## src/design/utxr_pkg.sv

```systemverilog
`timescale 1ns / 1ps
package utxr_pkg;

  localparam int RING_SLOTS = 4096;
  localparam int PTR_W      = $clog2(RING_SLOTS);
  localparam int STAT_W     = 12;
  localparam int CMP_W      = (PTR_W > STAT_W) ? PTR_W : STAT_W;

  localparam logic [STAT_W-1:0] STAT_MAX = '1;

  localparam logic [1:0] REQ_PUT = 2'd0;
  localparam logic [1:0] REQ_GET = 2'd1;
  localparam logic [1:0] REQ_RX  = 2'd2;

  localparam logic [7:0] XON_CHAR  = 8'd17;
  localparam logic [7:0] XOFF_CHAR = 8'd19;

  typedef logic [PTR_W-1:0] ptr_t;

  typedef struct packed {
    logic              pop;
    logic              accepted;
    logic              paused;
    logic              kick;
    logic [STAT_W-1:0] fill;
    logic [STAT_W-1:0] free;
  } utxr_res_t;

  function automatic ptr_t ptr_inc(input ptr_t p);
    if (p == ptr_t'(RING_SLOTS - 1)) begin
      return '0;
    end
    return p + ptr_t'(1);
  endfunction

  function automatic ptr_t fill_of(input ptr_t wp, input ptr_t rp);
    logic [PTR_W:0] wrap;
    wrap = {1'b0, wp} + (PTR_W+1)'(RING_SLOTS) - {1'b0, rp};
    if (wp >= rp) begin
      return wp - rp;
    end
    return wrap[PTR_W-1:0];
  endfunction

  function automatic logic [STAT_W-1:0] sat_stat(input ptr_t v);
    logic [CMP_W-1:0] w;
    w = CMP_W'(v);
    if (w > CMP_W'(STAT_MAX)) begin
      return STAT_MAX;
    end
    return w[STAT_W-1:0];
  endfunction

endpackage

```

## src/design/utxr_ctrl.sv

```systemverilog
`timescale 1ns / 1ps
module utxr_ctrl (
  input  logic                clk,
  input  logic                rst,
  input  logic                accept,
  input  logic [1:0]          req_type,
  input  logic [7:0]          data_byte,
  input  logic                msg_start,
  input  logic [11:0]         msg_len,
  output logic                ram_we,
  output utxr_pkg::ptr_t      ram_waddr,
  output logic [7:0]          ram_wdata,
  output utxr_pkg::ptr_t      ram_raddr,
  output utxr_pkg::utxr_res_t res,
  output logic                done
);
  import utxr_pkg::*;

  ptr_t      wp, wp_next;
  ptr_t      rp, rp_next;
  logic      pause, pause_next;
  logic      admitted, admitted_next;
  ptr_t      fill_cur, free_cur, fill_nx, free_nx;
  logic      pop, acc, kick;
  utxr_res_t res_next;

  assign fill_cur = fill_of(wp, rp);
  assign free_cur = ptr_t'(RING_SLOTS - 1) - fill_cur;

  always_comb begin
    wp_next       = wp;
    rp_next       = rp;
    pause_next    = pause;
    admitted_next = admitted;
    pop           = 1'b0;
    acc           = 1'b0;
    kick          = 1'b0;
    if (accept) begin
      unique case (req_type)
        REQ_PUT: begin
          if (msg_start) begin
            admitted_next = CMP_W'(free_cur) > CMP_W'(msg_len);
            kick          = admitted_next;
          end
          if (admitted_next && free_cur != '0) begin
            acc     = 1'b1;
            wp_next = ptr_inc(wp);
          end
        end
        REQ_GET: begin
          if (!pause && fill_cur != '0) begin
            pop     = 1'b1;
            rp_next = ptr_inc(rp);
          end
        end
        REQ_RX: begin
          if (data_byte == XON_CHAR) begin
            if (pause) begin
              pause_next = 1'b0;
              kick       = 1'b1;
            end
          end else if (data_byte == XOFF_CHAR) begin
            pause_next = 1'b1;
          end
        end
        default: begin
        end
      endcase
    end
  end

  assign fill_nx = fill_of(wp_next, rp_next);
  assign free_nx = ptr_t'(RING_SLOTS - 1) - fill_nx;

  always_comb begin
    res_next.pop      = pop;
    res_next.accepted = acc;
    res_next.paused   = pause_next;
    res_next.kick     = kick;
    res_next.fill     = sat_stat(fill_nx);
    res_next.free     = sat_stat(free_nx);
  end

  // ring write at the put transfer, read of the head slot every cycle
  assign ram_we    = acc;
  assign ram_waddr = wp;
  assign ram_wdata = data_byte;
  assign ram_raddr = rp;

  always_ff @(posedge clk) begin
    if (rst) begin
      wp       <= '0;
      rp       <= '0;
      pause    <= 1'b0;
      admitted <= 1'b0;
      done     <= 1'b0;
    end else begin
      wp       <= wp_next;
      rp       <= rp_next;
      pause    <= pause_next;
      admitted <= admitted_next;
      done     <= accept;
    end
    res <= res_next;
  end

endmodule

```

## config.mk

```make
export PLATFORM = sky130hd
export DESIGN_NAME = utxr_ctrl
export DESIGN_NICKNAME = d
export VERILOG_FILES = /design/src/design/utxr_pkg.sv /design/src/design/utxr_ctrl.sv
export SDC_FILE = /design/constraint.sdc
export NUM_CORES = 1
export LEC_CHECK = 0
export BUFFER_PORTS_ARGS = -buffer_cell sky130_fd_sc_hd__buf_4
export CAP_MARGIN = 40
export CORE_UTILIZATION = 35
export CTS_CLUSTER_SIZE = 24
export DETAILED_ROUTE_END_ITERATION = 10
export PLACE_DENSITY_LB_ADDON = 0.1
export SYNTH_ARGS = -nofsm -noshare
export SYNTH_HDL_FRONTEND = slang
export SYNTH_SLANG_ARGS = --single-unit
```

## constraint.sdc

```tcl
create_clock -name clk -period 11 [get_ports clk]
set_input_delay 1.1 -clock clk [delete_from_list [all_inputs] [get_ports clk]]
set_output_delay 1.1 -clock clk [all_outputs]
set_load 0.005 [all_outputs]
```

==> flow_metrics.env, run 1 <==
export IMPL_outcome="finished, violations left"
export IMPL_failed_checks="design-rule violations"
export IMPL_period_share_pct=58.08
export IMPL_power_leakage_nw=2.333
export IMPL_setup_tns_final_ns=0
export IMPL_setup_violations=0
export IMPL_port_buffers=87
export IMPL_endpoint_kind="flop"
export IMPL_grt_max_degree=35
export IMPL_vias=4013
export IMPL_clockBufferDepth=2
export IMPL_synthesis_nets=588
export IMPL_routed_wl_mm=11.81
export IMPL_drt_wirelength_per_cell_um=15.94
export IMPL_place_gp_congestion=0.8955
export IMPL_rsz0062_at_grt="false"
export IMPL_holdPathEnd="admitted"
export IMPL_cts_hold_buf=0
export IMPL_skew_ns=0.005325
export IMPL_min_path_cells=2
export IMPL_reg2reg_slack_ns=4.61
export IMPL_start_util_pct=36.53
export IMPL_crit_arrival_ns=6.55
export IMPL_reg2reg_depth=24
export IMPL_die_area_sq_mm=0.01262
export IMPL_dp_hpwl_mm=9.434
export IMPL_grtUsageTotal_pct=19.14
export IMPL_synth_edf_count=0
export IMPL_report_final_slew_viol_count=0
export IMPL_path_delay_family="compound AO/OA/AOI/OAI gates"
export IMPL_cts_sinks=55
export IMPL_cp_max_fo=16
export IMPL_num_fill_cells=1193
export IMPL_max_freq_ghz=0.1565
export IMPL_ys_async_sr_fraction_pct=0
export IMPL_period_needed_ns=6.389
export IMPL_hold_viol=0
export IMPL_drive_above_1_share_pct=23.08
export IMPL_cts_made_buffers=5
export IMPL_crit_chain="inv_1, ha_1, o21ai_1, a2111oi_1, or3_1, a21oi_1, or2_2, ha_1, nand4_1, a211o_1, a311oi_2, buf_4, o21ai_4, inv_4, mux2i_1, ha_1, fa_1, nor2b_1, o21ai_0, a21boi_0, o21a_1, o21ai_0, a2111oi_0, a211oi_1"
export IMPL_crit_path_frequent_cell="ha_1"
export IMPL_tightest_slew_ns=0.6895
export IMPL_ys_seq_area_share_pct=25.84
export IMPL_chipHeight_um=112.3
export IMPL_io_pins=88
export IMPL_worst_ir_drop_vdd_uv=85.70
export IMPL_core_sq_mm=0.01166
export IMPL_post_cts_buffers=0
export IMPL_drtAntennaViolNets=0
export IMPL_max_stage_delay_ns=0.59
export IMPL_via_per_inst=5.416
export IMPL_setup_worst_path_start_class="flop"
export IMPL_maxSlewHeadroom_pct=53.68
export IMPL_grt_overflow=0
export IMPL_avgSynthCellArea_sq_um=8.177
export IMPL_maxCapViolCount=0
export IMPL_r2r_end="res[10]"
export IMPL_hp_start="admitted"
export IMPL_drtIter0Drc=242
export IMPL_htree_levels=2
export IMPL_antenna_found_initial=0
export IMPL_rows=39
export IMPL_nets=664
export IMPL_synth_ff_type="dfxtp_1"
export IMPL_reg2reg_from="ram_raddr[2]"
export IMPL_cpMaxStageDelayCell="a2111oi_1"
export IMPL_hold_path_class="reg -> reg"
export IMPL_clk_latency_ns=0.30
export IMPL_synth_cell_area_sq_mm=0.004260
export IMPL_grt_pass1_wl_mm=19.21
export IMPL_cts_resized=0
export IMPL_path_clk_slew_ns=0.07
export IMPL_synthCells=521
export IMPL_critPathBufInv=3
export IMPL_cts_root_buffer_cell="clkbuf_16"
export IMPL_cts_tree="done"
export IMPL_first_pass_iters=8
export IMPL_antenna_cells=0
export IMPL_ys_ff_latch=55
export IMPL_synth_cell_types=71
export IMPL_first_global_vias=3809
export IMPL_p_per_area_mw_per_mm2=149.3
export IMPL_required_ns=11.16
export IMPL_synthToLayoutAreaGrowth_pct=21.23
export IMPL_drc=7
export IMPL_yosys_warnings=0
export IMPL_hold_slack_ns=0.5093
export IMPL_die_w_um=112.3
export IMPL_critPathKind="reg -> reg"
cells in the final DEF, fill, tap and decap left out, types with 6 or more instances in the layout:
cell	netlist	final
nor4_1	9	9
nand2_1	33	33
or2_2	8	8
o2111ai_1	7	7
dfxtp_1	55	55
and3_1	6	6
and2_1	10	10
inv_1	53	53
xnor2_1	14	14
mux2_2	13	13
o21ai_0	19	19
nand4_1	11	11
nand3_1	17	17
xor2_1	9	9
a21oi_1	43	43
buf_4	10	90
nor3_1	10	10
mux2i_1	6	6
nor2b_1	14	14
nor2_1	32	32
ha_1	39	39
sequential cells by signal, indices dropped and copies added (netlist names):
signal	flops
ram_raddr	12
res	28
ram_waddr	12
done	1
admitted	1
pause	1
worst min-delay path: stages, from the launching register on:
cell and delay (ns):
dfxtp_1 0.34, a22oi_1 0.07, nor2_1 0.07
power breakdown:
group / internal (W) / total, W / switching, W
Sequential: 0.000236 / 0.000249 / 0.0000125
Clock: 0.000107 / 0.000181 / 0.0000739
Combinational: 0.000153 / 0.000341 / 0.000188
Total: 0.000497 / 0.000771 / 0.000275
metrics by stage:
step                utilization, %  worst slack (ns)  power [W]  cell area [sq um]  cells
global route                 44.29             3.946  0.0008243               5165    741
finish                       44.29             4.611  0.0007712               5165    741
floorplan                        -             4.915  0.0004727               4260    521
detailed placement           42.84             4.709  0.0005948               4996    733
CTS                          44.29             4.654  0.0007786               5165    741
global placement             42.73             4.853  0.0005888               4984    731
per-layer routing:
layer	GRT usage, %	routed length [um]
met1	25.32	5617
met2	32.17	5298
met3	3.294	710
met4	5.067	181
met5	0	0
area by class of cell:
class | count | area (sq um) | share of cell area [%]
Clock inverter | 3 | 43.79 | 0.8479
Tap cell | 143 | 178.9 | 3.464
Inverter | 55 | 209.0 | 4.046
Timing Repair Buffer | 91 | 680.7 | 13.18
Sequential cell | 55 | 1101 | 21.32
Multi-Input combinational cell | 389 | 2826 | 54.72
Clock buffer | 5 | 125.1 | 2.422
kinds of logic (layout without fill, tap and decap cells):
logic type	after synthesis	count (layout)	share of synthesized area (%)
multiplexers	20	20	5.198
AND/OR/NAND/NOR	181	181	23.88
XOR/XNOR	23	23	4.729
buffers and inverters	77	154	7.959
flip-flops	55	55	25.84
adder cells (fa/ha/maj)	41	41	12.39
AO/OA/AOI/OAI	124	124	20.00
worst max-delay path by stage:
stage,cells past startpoint,startpoint,to
after floorplan,23,ram_raddr[0],res[10]
after global placement,25,ram_raddr[0],res[10]
after detailed placement,24,ram_raddr[2],res[10]
after CTS,24,ram_raddr[2],res[10]
after global routing,25,ram_raddr[8],res[10]
final,24,ram_raddr[2],res[10]
synth_stat cells, types with 5 or more instances:
cell / number / area, sq um
a211oi_1: 5 / 37.54
a21o_1: 5 / 37.54
a21oi_1: 43 / 215.2
and2_1: 10 / 62.56
and3_1: 6 / 37.54
buf_4: 10 / 75.07
clkbuf_1: 9 / 33.78
dfxtp_1: 55 / 1101
ha_1: 39 / 488.0
inv_1: 53 / 198.9
mux2_2: 13 / 146.4
mux2i_1: 6 / 60.06
nand2_1: 33 / 123.9
nand3_1: 17 / 85.08
nand4_1: 11 / 68.82
nor2_1: 32 / 120.1
nor2b_1: 14 / 87.58
nor3_1: 10 / 50.05
nor3b_1: 5 / 37.54
nor4_1: 9 / 56.30
o2111ai_1: 7 / 61.31
o211ai_1: 5 / 37.54
o21a_1: 5 / 37.54
o21ai_0: 19 / 95.09
o31ai_1: 5 / 37.54
or2_2: 8 / 50.05
or3_1: 5 / 31.28
xnor2_1: 14 / 122.6
xor2_1: 9 / 78.83
(Power assumes the default switching activity.)
==> run 2, diff against run 1 <==
==> constraint.sdc (replaced) <==
create_clock -name clk -period 5.6 [get_ports clk]
set_input_delay 0.56 -clock clk [delete_from_list [all_inputs] [get_ports clk]]
set_output_delay 0.56 -clock clk [all_outputs]
set_load 0.005 [all_outputs]
==> run 2 against run 1 <==
The run still ends with design-rule violations left; die area stayed put; cell area grew 12%; total power grew 110%; first-iteration DRC count grew 9.9%; register-to-register slack lost 4.5 ns; largest cell class unchanged.
==> flow_metrics.env, run 2 (same netlist as run 1, synthesis figures left out) <==
export IMPL_routed_wl_mm=12.41
export IMPL_intPower_w=0.001037
export IMPL_r2r_end="res[21]"
export IMPL_cp_num_cells=26
export IMPL_max_freq_ghz=0.1839
export IMPL_worst_ir_drop_vdd_uv=135.5
export IMPL_start_util_pct=36.53
export IMPL_final_common_cell="buf_4"
export IMPL_nets=723
export IMPL_htree_levels=2
export IMPL_regMostFlops="res"
export IMPL_maxCapViolCount=0
export IMPL_grtUsageMet2_pct=32.75
export IMPL_setup_worst_path_start_class="flop"
export IMPL_holdPathEnd="res[24]"
export IMPL_first_global_vias=4089
export IMPL_dp_cells=786
export IMPL_drtAntennaViolNets=0
export IMPL_drt_wirelength_per_cell_um=15.51
export IMPL_reg2reg_from="ram_waddr[0]"
export IMPL_rsz0062_at_grt="true"
export IMPL_reg2reg_slack_ns=0.16
export IMPL_hp_start="req_type[0]"
export IMPL_failed_checks="design-rule violations"
export IMPL_period_share_pct=97.13
export IMPL_via_per_inst=5.358
export IMPL_hold_path_class="in -> reg"
export IMPL_combinationalPowerShare_pct=51.3
export IMPL_period_needed_ns=5.439
export IMPL_rows=39
export IMPL_crit_arrival_ns=5.67
export IMPL_largest_reg_flops=28
export IMPL_p_per_area_mw_per_mm2=281.8
export IMPL_use_met1_pct=27.23
export IMPL_cts_tree="done"
export IMPL_die_w_um=112.3
export IMPL_port_buffers=87
export IMPL_chipHeight_um=112.3
export IMPL_cp_max_fo=4
export IMPL_drtIter0Drc=266
export IMPL_clk_latency_ns=0.30
export IMPL_max_stage_delay_ns=0.43
export IMPL_die_area_sq_mm=0.01262
export IMPL_endpoint_kind="flop"
export IMPL_critPathKind="reg -> reg"
export IMPL_num_fill_cells=1162
export IMPL_vias=4286
export IMPL_cts_root_buffer_cell="clkbuf_16"
export IMPL_dp_hpwl_mm=9.851
export IMPL_critPathBufInv=6
export IMPL_grt_pass1_wl_mm=20.24
export IMPL_drc=8
export IMPL_path_clk_slew_ns=0.08
export IMPL_grtUsageTotal_pct=20.20
export IMPL_power_leakage_nw=2.661
export IMPL_io_pins=88
export IMPL_min_path_cells=2
export IMPL_grt_overflow=0
export IMPL_skew_ns=0.01072
export IMPL_maxSlewHeadroom_pct=49.20
export IMPL_top_usage_layer="met2"
export IMPL_synthToLayoutAreaGrowth_pct=35.80
export IMPL_antenna_found_initial=0
export IMPL_hold_slack_ns=0.4669
export IMPL_tightest_slew_ns=0.7550
export IMPL_reg2reg_depth=26
export IMPL_first_pass_iters=8
export IMPL_path_delay_family="compound AO/OA/AOI/OAI gates"
export IMPL_drive_above_1_share_pct=34.40
export IMPL_clockPowerShare_pct=19.0
export IMPL_seq_power_share_pct=29.7
export IMPL_switching_share_pct=36.39
export IMPL_cts_sinks=55
export IMPL_final_area_sq_mm=0.005786
export IMPL_place_gp_congestion=0.8960
export IMPL_cts_made_buffers=5
export IMPL_final_cells=800
export IMPL_report_final_slew_viol_count=0
export IMPL_cpMaxStageDelayCell="a2111oi_4"
export IMPL_required_ns=5.83
export IMPL_grt_max_degree=35
export IMPL_hold_viol=0
export IMPL_core_sq_mm=0.01166
export IMPL_outcome="finished, violations left"
export IMPL_grtUsageMet3_pct=3.888
export IMPL_placed_cell_area_sq_mm=0.005434
export IMPL_cts_hold_buf=0
export IMPL_switchingPower_w=0.0005933
export IMPL_layout_common_cells="buf_4 (147), dfxtp_1 (52), inv_1 (50), a21oi_1 (41), ha_1 (37)"
export IMPL_setup_violations=0
export IMPL_antenna_cells=0
export IMPL_clockBufferDepth=2
## run 2: cell types whose count changed in the layout (fill, tap and decap cells not counted), sizes merged
cell / delta
bufinv: -1
clkinv: +1
buf: +59
## run 2: timing repair
action                     CTS  global route
pin swaps                    3            18
buffers inserted             1             6
setup endpoints to repair    6            13
gates cloned                 0             0
gates resized for setup      2            37
## run 2: per-stage QoR
step | utilization (%) | TNS, ns | worst slack [ns] | total power, W
final | 49.61 | 0 | 0.1608 | 0.001630
after global routing | 49.61 | -0.9033 | -0.1463 | 0.001741
after CTS | 48.06 | 0 | 0.01912 | 0.001582
after detailed placement | 46.59 | 0 | 0.01088 | 0.001251
after global placement | 46.59 | 0 | 0.08576 | 0.001245
after floorplan | - | 0 | 0.007719 | 0.0009413
## run 2: layout make-up
class                   count  area, sq um  area share, %
inverters                  55        209.0          3.612
well taps                 143        178.9          3.093
multi-input cells         389         3007          51.97
flip-flops and latches     55         1105          19.10
repair buffers            150         1146          19.81
clock inverters             3        15.01         0.2595
clock buffers               5        125.1          2.163
## run 2: power groups by stage
stage | clock network (W) | logic, W | registers [W]
2_1_floorplan | 0 | 0.000436 | 0.000505
3_3_place_gp | 0 | 0.000753 | 0.000492
3_5_place_dp | 0 | 0.000758 | 0.000493
4_1_cts | 0.000323 | 0.000776 | 0.000484
5_1_grt | 0.000335 | 0.000916 | 0.000490
6_report | 0.000310 | 0.000837 | 0.000484
## run 2: how the worst max path moves through the flow
stage | slack, ns | start | endpoint
after floorplan | 0.008 | ram_raddr[4] | res[10]
after global placement | 0.09 | ram_waddr[0] | res[10]
after detailed placement | 0.01 | ram_waddr[0] | res[10]
after CTS | 0.02 | ram_waddr[0] | res[22]
after global routing | -0.15 | ram_waddr[0] | res[22]
final | 0.16 | ram_waddr[0] | res[21]
## run 2: routing by layer
layer | up-vias | share of wire (%)
met3 | 15 | 6.1
met4 | 0 | 1.9
li1 | 2142 | -
met5 | - | 0
met1 | 1993 | 46
met2 | 136 | 45
==> run 3, diff against run 2 <==
==> constraint.sdc (replaced) <==
create_clock -name clk -period 6.6 [get_ports clk]
set_input_delay 0.66 -clock clk [delete_from_list [all_inputs] [get_ports clk]]
set_output_delay 0.66 -clock clk [all_outputs]
set_load 0.005 [all_outputs]
==> run 3 against run 2 <==
The run still ends with design-rule violations left; utilization down 4.6 points; non-clock buffer count down 51; die area unchanged; cell area down 9.2%; critical path depth down 3; maximum frequency down 12%; via count down 5.2%; register-to-register slack better by 0.23 ns; clock skew down 0.0060 ns; count of clock-buffer cells in the layout unchanged.
==> flow_metrics.env, run 3 (same netlist as run 1, synthesis figures left out) <==
export IMPL_hold_path_class="reg -> reg"
export IMPL_required_ns=6.79
export IMPL_setup_violations=0
export IMPL_combinationalPowerShare_pct=44.8
export IMPL_cpMaxStageDelayCell="dfxtp_1"
export IMPL_drtIter0Drc=270
export IMPL_crit_chain="inv_1, ha_1, a21o_4, nor3b_1, or3_1, and3_1, or2_2, ha_1, nand4_1, a211o_1, a311oi_2, buf_4, nand2_1, a21oi_1, xor2_1, ha_1, nor2b_1, o21ai_0, a21boi_0, o21a_1, o21ai_1, a21oi_1, or2_2"
export IMPL_report_final_slew_viol_count=0
export IMPL_reg2reg_slack_ns=0.39
export IMPL_first_global_vias=3681
export IMPL_drive_above_1_share_pct=24.92
export IMPL_largest_reg_flops=28
export IMPL_total_power_w=0.001314
export IMPL_switching_share_pct=36.11
export IMPL_period_needed_ns=6.208
export IMPL_cts_hold_buf=0
export IMPL_power_leakage_nw=2.383
export IMPL_cts_root_buffer_cell="clkbuf_16"
export IMPL_max_freq_ghz=0.1611
export IMPL_drc=7
export IMPL_start_util_pct=36.53
export IMPL_crit_path_frequent_cell="ha_1"
export IMPL_crit_arrival_ns=6.40
export IMPL_nets=672
export IMPL_chipHeight_um=112.3
export IMPL_top_usage_layer="met2"
export IMPL_drt_wirelength_per_cell_um=16.06
export IMPL_maxSlewHeadroom_pct=47.09
export IMPL_dp_cells=741
export IMPL_drtAntennaViolNets=0
export IMPL_path_clk_slew_ns=0.07
export IMPL_regMostFlops="res"
export IMPL_postLayoutCoreUtil_pct=45.03
export IMPL_hold_viol=0
export IMPL_clk_latency_ns=0.30
export IMPL_regArea_sq_mm=0.001102
export IMPL_num_fill_cells=1162
export IMPL_failed_checks="design-rule violations"
export IMPL_place_gp_congestion=0.8455
export IMPL_cp_startpoint="ram_raddr[4]"
export IMPL_hp_start="admitted"
export IMPL_max_stage_delay_ns=0.43
export IMPL_critPathKind="reg -> reg"
export IMPL_grt_pass1_wl_mm=18.96
export IMPL_use_met1_pct=26.16
export IMPL_cts_sinks=55
export IMPL_grtUsageMet2_pct=30.89
export IMPL_worst_ir_drop_vdd_uv=169.5
export IMPL_io_pins=88
export IMPL_setup_worst_path_start_class="flop"
export IMPL_skew_ns=0.004669
export IMPL_antenna_found_initial=0
export IMPL_die_area_sq_mm=0.01262
export IMPL_period_share_pct=94.06
export IMPL_final_cells=749
export IMPL_antenna_cells=0
export IMPL_p_per_area_mw_per_mm2=250.2
export IMPL_dp_hpwl_mm=9.502
export IMPL_tightest_slew_ns=0.7865
export IMPL_seq_power_share_pct=31.4
export IMPL_maxCapViolCount=0
export IMPL_setup_slack_ns=0.3923
export IMPL_htree_levels=2
export IMPL_endpoint_kind="flop"
export IMPL_intPower_w=0.0008395
export IMPL_via_per_inst=5.426
export IMPL_place_ws_ns=0.3115
export IMPL_first_pass_iters=8
export IMPL_final_common_cell="buf_4"
export IMPL_port_buffers=87
export IMPL_clockPowerShare_pct=23.8
export IMPL_synthToLayoutAreaGrowth_pct=23.26
export IMPL_grtUsageTotal_pct=19.17
export IMPL_cts_made_buffers=5
export IMPL_grt_max_degree=35
export IMPL_rsz0062_at_grt="false"
export IMPL_layout_common_cells="buf_4 (99), dfxtp_1 (54), inv_1 (53), a21oi_1 (42), ha_1 (39)"
export IMPL_reg2reg_from="ram_raddr[4]"
export IMPL_switchingPower_w=0.0004745
export IMPL_cts_tree="done"
export IMPL_core_sq_mm=0.01166
export IMPL_vias=4064
export IMPL_grtUsageMet3_pct=3.348
export IMPL_routed_wl_mm=12.03
export IMPL_cp_max_fo=15
export IMPL_rows=39
export IMPL_clockBufferDepth=2
export IMPL_multi_input_area_sq_mm=0.002845
export IMPL_setup_tns_final_ns=0
export IMPL_die_w_um=112.3
export IMPL_outcome="finished, violations left"
export IMPL_grt_overflow=0
[run 3: cell type report]
class                   instances  area share [%]
flip-flops and latches         55           20.99
clock inverters                 3          0.9054
repair buffers                 99           14.15
well taps                     143           3.407
clock buffers                   5           2.383
multi-input cells             389           54.18
inverters                      55           3.979
[run 3: final timing paths]
| kind | to | depth (start not counted) |
|---|---|---|
| hold / removal | admitted | 2 |
| setup / recovery | res[8] | 23 |
| setup reg to reg | res[8] | 23 |
| hold reg to reg | admitted | 2 |
[run 3: worst max-delay path, delay by kind of cell, from the launching register on]
| family | cells | cell delay [ns] |
|---|---|---|
| XOR/XNOR | 1 | 0.19 |
| adder cells (fa/ha/maj) | 3 | 0.99 |
| flip-flops | 1 | 0.43 |
| buffers and inverters | 2 | 0.41 |
| AND/OR/NAND/NOR | 8 | 1.89 |
| AO/OA/AOI/OAI | 9 | 2.17 |
[run 3: power groups by stage]
stage	sequential, W	clock, W	combinational (W)
floorplan	0.000429	0	0.000359
global placement	0.000419	0	0.000570
detailed placement	0.000421	0	0.000576
CTS	0.000414	0.000323	0.000579
global route	0.000418	0.000332	0.000640
finish	0.000413	0.000312	0.000589
[run 3: per-stage QoR]
step,cell area [sq um],hold slack [ns]
detailed placement,5059,0.4975
global route,5251,0.5495
finish,5251,0.5108
CTS,5231,0.5172
global placement,5051,0.4880
floorplan,4260,0.4641
[run 3: per-layer routing]
metal	routed length, um	vias to the layer above
met1	5664	1882
met5	0	-
met2	5429	140
met3	746	10
met4	186	0
li1	-	2032
[run 3: what timing repair did]
item / 4_1_cts / 5_1_grt
setup endpoints to repair: 0 / 5
gates resized for setup: 0 / 7
buffers inserted: 0 / 0
